--- config.mk ---
export PLATFORM = sky130hd
export DESIGN_NAME = scsa_rem
export DESIGN_NICKNAME = d
export VERILOG_FILES = /design/src/hw/rtl/scsa_pkg.sv /design/src/hw/rtl/scsa_rem.sv
export SDC_FILE = /design/constraint.sdc
export NUM_CORES = 1
export LEC_CHECK = 0
export BUFFER_PORTS_ARGS = -buffer_cell sky130_fd_sc_hd__buf_2
export CAP_MARGIN = 20
export CORE_MARGIN = 2
export CORE_UTILIZATION = 45
export CTS_BUF_LIST = sky130_fd_sc_hd__clkbuf_8
export DETAILED_ROUTE_END_ITERATION = 16
export GPL_ROUTABILITY_DRIVEN = 1
export PLACE_DENSITY = 0.68
export RECOVER_POWER = 25
export SYNTH_ARGS = -nofsm -noshare
export SYNTH_HDL_FRONTEND = slang
export SYNTH_SLANG_ARGS = --single-unit
--- constraint.sdc ---
create_clock -name clk -period 3.4 [get_ports clk]
set_input_delay 0.34 -clock clk [delete_from_list [all_inputs] [get_ports clk]]
set_output_delay 0.34 -clock clk [all_outputs]
set_load 0.01 [all_outputs]
--- src/hw/rtl/scsa_pkg.sv ---
// ----------------------------------------------------------------------------
// Size-class slab allocator package
// Shared widths, status codes and operation codes of the slab allocator.
// ----------------------------------------------------------------------------
package scsa_pkg;

	localparam int ADDR_W       = 20;
	localparam int SIZE_W       = 20;
	localparam int STAT_W       = 2;
	localparam int LINK_AW      = ADDR_W - 3;
	localparam int LINK_DEPTH   = 1 << LINK_AW;
	localparam int HDR_BYTES    = 8;
	localparam int ADDR_SPACE   = 1 << ADDR_W;
	// Width of the block start plus header, the dividend of the padding remainder.
	localparam int DIV_W        = ADDR_W + 1;
	// Shift of the fixed-point reciprocal used to find the size class.
	localparam int CLS_RECIP_SH = 21;

	typedef enum logic [STAT_W-1:0] {
		ST_OK        = 2'd0,
		ST_NULL      = 2'd1,
		ST_TOO_LARGE = 2'd2,
		ST_EXHAUSTED = 2'd3
	} status_t;

	typedef enum logic {
		OP_ALLOC = 1'b0,
		OP_FREE  = 1'b1
	} op_t;

endpackage

--- src/hw/rtl/scsa_rem.sv ---
// ----------------------------------------------------------------------------
// Slab allocator remainder unit
// Restoring bit-serial remainder, one dividend bit per cycle.
// ----------------------------------------------------------------------------
module scsa_rem #(
	parameter int DIVISOR_W = 10
) (
	input  logic                        clk,
	input  logic                        arst_n,
	input  logic                        start,
	input  logic [scsa_pkg::DIV_W-1:0]  dividend,
	input  logic [DIVISOR_W-1:0]        divisor,
	output logic                        done,
	output logic [DIVISOR_W-1:0]        remainder
);
	import scsa_pkg::*;

	localparam int CNT_W = $clog2(DIV_W + 1);

	logic [DIV_W-1:0]     dvd_q;
	logic [DIVISOR_W-1:0] rem_q;
	logic [CNT_W-1:0]     cnt_q;
	logic                 done_q;
	logic [DIVISOR_W:0]   trial;
	logic                 take;
	logic [DIVISOR_W:0]   diff;

	// The partial remainder stays below the divisor, so it fits its width.
	assign trial = {rem_q, dvd_q[DIV_W-1]};
	assign take  = trial >= {1'b0, divisor};
	assign diff  = trial - {1'b0, divisor};

	always_ff @(posedge clk or negedge arst_n) begin
		if (!arst_n) begin
			cnt_q  <= '0;
			done_q <= 1'b0;
		end else if (start) begin
			cnt_q  <= CNT_W'(DIV_W);
			done_q <= 1'b0;
		end else if (cnt_q != '0) begin
			cnt_q  <= cnt_q - CNT_W'(1);
			done_q <= (cnt_q == CNT_W'(1));
		end else begin
			done_q <= 1'b0;
		end
	end

	always_ff @(posedge clk) begin
		if (start) begin
			dvd_q <= dividend;
			rem_q <= '0;
		end else if (cnt_q != '0) begin
			dvd_q <= {dvd_q[DIV_W-2:0], 1'b0};
			rem_q <= take ? diff[DIVISOR_W-1:0] : trial[DIVISOR_W-1:0];
		end
	end

	assign done      = done_q;
	assign remainder = rem_q;

endmodule
==> flow_metrics.py <==
metrics = {
    "worst_setup_path": {
        "cp_slowest_cell": "clkbuf_1",
        "reg2regPathDepth": 4,
        "critPathMaxFanout": 33,
        "worstSetupPathType": "in2reg",
        "reg2reg_from": "cnt_q[2]$_DFFE_PN0P_",
        "crit_chain": "clkbuf_1 > clkbuf_1 > nor2_1 > nand2_1 > o21ai_1 > a31o_1",
        "cp_data_required_time_ps": 3580,
        "cp_common_cell": "clkbuf_1",
        "worst_r2r_endpoint": "dvd_q[13]$_DFFE_PP_",
        "slowest_delay_ps": 1210,
        "arrival_ps": 2550,
        "endpoint_kind": "register",
        "regToRegSetupSlack_ps": 1020,
        "start_kind": "input pin",
    },
    "worst_hold_path": {
        "hp-class": "in2reg",
        "whs_path_depth": 2,
        "min_to": "dvd_q[0]$_SDFFCE_PN0P_",
        "worstHoldStart": "dividend[0]",
    },
    "finish": {
        "antennaDiodeCount": 0,
        "syn2layout_area_growth_pct": 15.63,
        "drive_above_1_share": 0.3238,
        "num-fill-cells": 435,
        "design_area_mm2": 0.002536,
        "nets": 291,
    },
    "sta": {
        "setup_ws_ps": 1021,
        "period_share": 0.6996,
        "finalCriticalPeriod_ps": 2379,
        "slew_viol_final": 34,
        "skew_ps": 5.620,
        "worstMarginPinSlew_ps": 1654,
        "fin_tns_setup_ps": 0,
        "rsz0062_at_grt": "false",
        "setup-violations-final": 0,
        "fmax_mhz": 420.4,
        "hold_violations": 0,
        "hold_ws_ps": 354.7,
        "slew_headroom": -0.1027,
    },
    "logic_synthesis": {
        "ys_ff_latch": 37,
        "yosys_warnings": 0,
        "synth_area_mm2": 0.002193,
        "synthArstFlopShare": 0.1622,
        "synth_nets": 247,
        "ys.flop_type": "edfxtp_1",
        "synth-edff-count": 21,
        "synthCells": 199,
        "yosysSeqAreaShare": 0.4472,
        "synth_area_per_cell_um2": 11.02,
        "netlist-cell-type-count": 49,
    },
    "global_route": {
        "grt.total_usage": 0.1634,
        "grt_pass1_vias": 1484,
        "antenna_found_initial": 0,
        "grt_pass1_wl_um": 6837,
        "grt_start_max_net_pins": 34,
        "overflow": 0,
    },
    "cts": {
        "cts_root_buf": "clkbuf_8",
        "cts_setup_buffers": 0,
        "cts_buffers": 5,
        "cts_tree": "built",
        "clock_sinks": 37,
        "cts.path.max_buffers": 2,
        "cts.clk_slew.worst_paths_ps": 70,
        "post_cts_resized": 0,
        "htreeDepth": 2,
        "clk_latency_ps": 280,
    },
    "floorplan": {
        "die_h_um": 73.82,
        "initial_core_util": 0.4644,
        "die_area_mm2": 0.005449,
        "ios": 45,
        "rows": 25,
        "core-area_mm2": 0.004723,
        "fp.dieW_um": 73.82,
    },
    "drt": {
        "dr.pass1.iters": 4,
        "drt_wl_total_um": 4347,
        "vias": 1589,
        "routedWlPerCell_um": 13.98,
        "ant_nets": 0,
        "drt_iter0_markers": 66,
        "routed_via_density": 5.109,
        "drc": 0,
    },
    "pwr": {
        "ir_drop_mv": 0.2904,
        "powerDensity_mw_per_mm2": 572.3,
        "power_leakage_nw": 1.082,
        "finalPower_mw": 1.452,
    },
    "flow_run": {
        "maxCapViolCount": 1,
    },
    "place": {
        "pre_cts_ws_ps": 1054,
        "routabilityCongestion": 0.8043,
        "place_area_mm2": 0.002454,
        "place.port_buffers": 44,
        "dp_hpwl_um": 3167,
    },
    "outcome": {
        "violations": "capacitance limit, slew limit",
        "outcome": "complete, but fails checks",
    },
}
## sequential cells by signal (all words and copies together) (netlist names)
register	flops
cnt_q	5
remainder	10
dvd_q	21
done	1
## report_power, final
part	leakage (nW)	switching, mW	internal, mW
logic	0.662	0.308	0.253
clock network	0.0430	0.147	0.138
registers	0.377	0.0592	0.547
total	1.08	0.514	0.938
## logic make-up (layout without fill, tap and decap cells)
family,after synthesis,after routing,synth area share
XOR/XNOR,7,7,0.02795
multiplexers,22,22,0.1118
adder cells (fa/ha/maj),14,14,0.08329
AND/OR/NAND/NOR,55,55,0.1352
buffers and inverters,27,72,0.05419
flip-flops,37,37,0.4472
AO/OA/AOI/OAI,37,37,0.1403
## synthesized netlist by cell type, types with 2 or more instances
cell,number,area (um^2)
edfxtp_1,21,630.6
mux2_2,20,225.2
inv_1,17,63.81
nor2_1,17,63.81
ha_1,13,162.7
dfxtp_1,10,200.2
nand2_1,10,37.54
nor3_1,8,40.04
a21oi_1,6,30.03
dfrtp_1,6,150.1
clkbuf_1,5,18.77
xnor2_1,5,43.79
a211oi_1,4,30.03
nor4_2,4,50.05
o211ai_1,4,30.03
nand2b_1,3,18.77
o21ai_0,3,15.01
a21oi_2,2,17.52
a31oi_1,2,12.51
and2_1,2,12.51
and3_1,2,12.51
buf_2,2,10.01
buf_6,2,22.52
mux2i_1,2,20.02
nand3_1,2,10.01
nand4_1,2,12.51
o21ai_1,2,10.01
xor2_1,2,17.52
## worst max path at each step
stage,from,to,slack (ps),depth (start not counted)
6_report,start,remainder[8]$_SDFFE_PP0P_,1020,6
2_1_floorplan,dvd_q[20]$_DFFE_PP_,remainder[8]$_SDFFE_PP0P_,1390,10
5_1_grt,start,remainder[8]$_SDFFE_PP0P_,730,6
4_1_cts,cnt_q[2]$_DFFE_PN0P_,dvd_q[3]$_DFFE_PP_,1060,4
3_5_place_dp,divisor[6],remainder[1]$_SDFFE_PP0P_,1050,9
3_3_place_gp,divisor[6],remainder[1]$_SDFFE_PP0P_,1060,9
## layer usage
layer / vias to the layer above / global-route usage / wire (um)
li1: 810 / - / -
met1: 756 / 0.2224 / 2053
met2: 21 / 0.2679 / 2143
met3: 2 / 0.03429 / 125
met4: 0 / 0.03636 / 25
met5: - / 0 / 0
## critical path: cells and delay by family
family          cells  cell delay [ps]
compound gates      2              260
simple gates        2              620
buf+inv             2             1320
## cell type report
| cell class | instances | area, um^2 | share of cell area |
|---|---|---|---|
| clock buffer | 5 | 68.82 | 0.02713 |
| clock inverter | 3 | 12.51 | 0.004933 |
| inverter | 18 | 67.56 | 0.02664 |
| multi-input combinational | 135 | 1094 | 0.4312 |
| sequential | 37 | 980.9 | 0.3868 |
| tap | 67 | 83.83 | 0.03305 |
| timing repair buffer | 46 | 229.0 | 0.09028 |
## through the flow
step | utilization | cells
final | 0.5370 | 311
after global routing | 0.5370 | 311
after CTS | 0.5388 | 311
after detailed placement | 0.5195 | 302
after global placement | 0.5195 | 302
after floorplan | - | 199
## timing repair
action / CTS / global route
hold endpoints to repair: 6 / 0
setup endpoints to repair: 0 / 0
hold buffers: 1 / 0
## placed cells by master (no fill, tap or decap), types with 6 or more instances in the layout
cell type / Yosys / final
ha_1: 13 / 13
edfxtp_1: 21 / 21
buf_2: 2 / 40
inv_1: 17 / 17
dfxtp_1: 10 / 10
nand2_1: 10 / 10
nor3_1: 8 / 8
dfrtp_1: 6 / 6
mux2_2: 20 / 20
a21oi_1: 6 / 6
nor2_1: 17 / 17
Power figures use the tool's default switching activity.
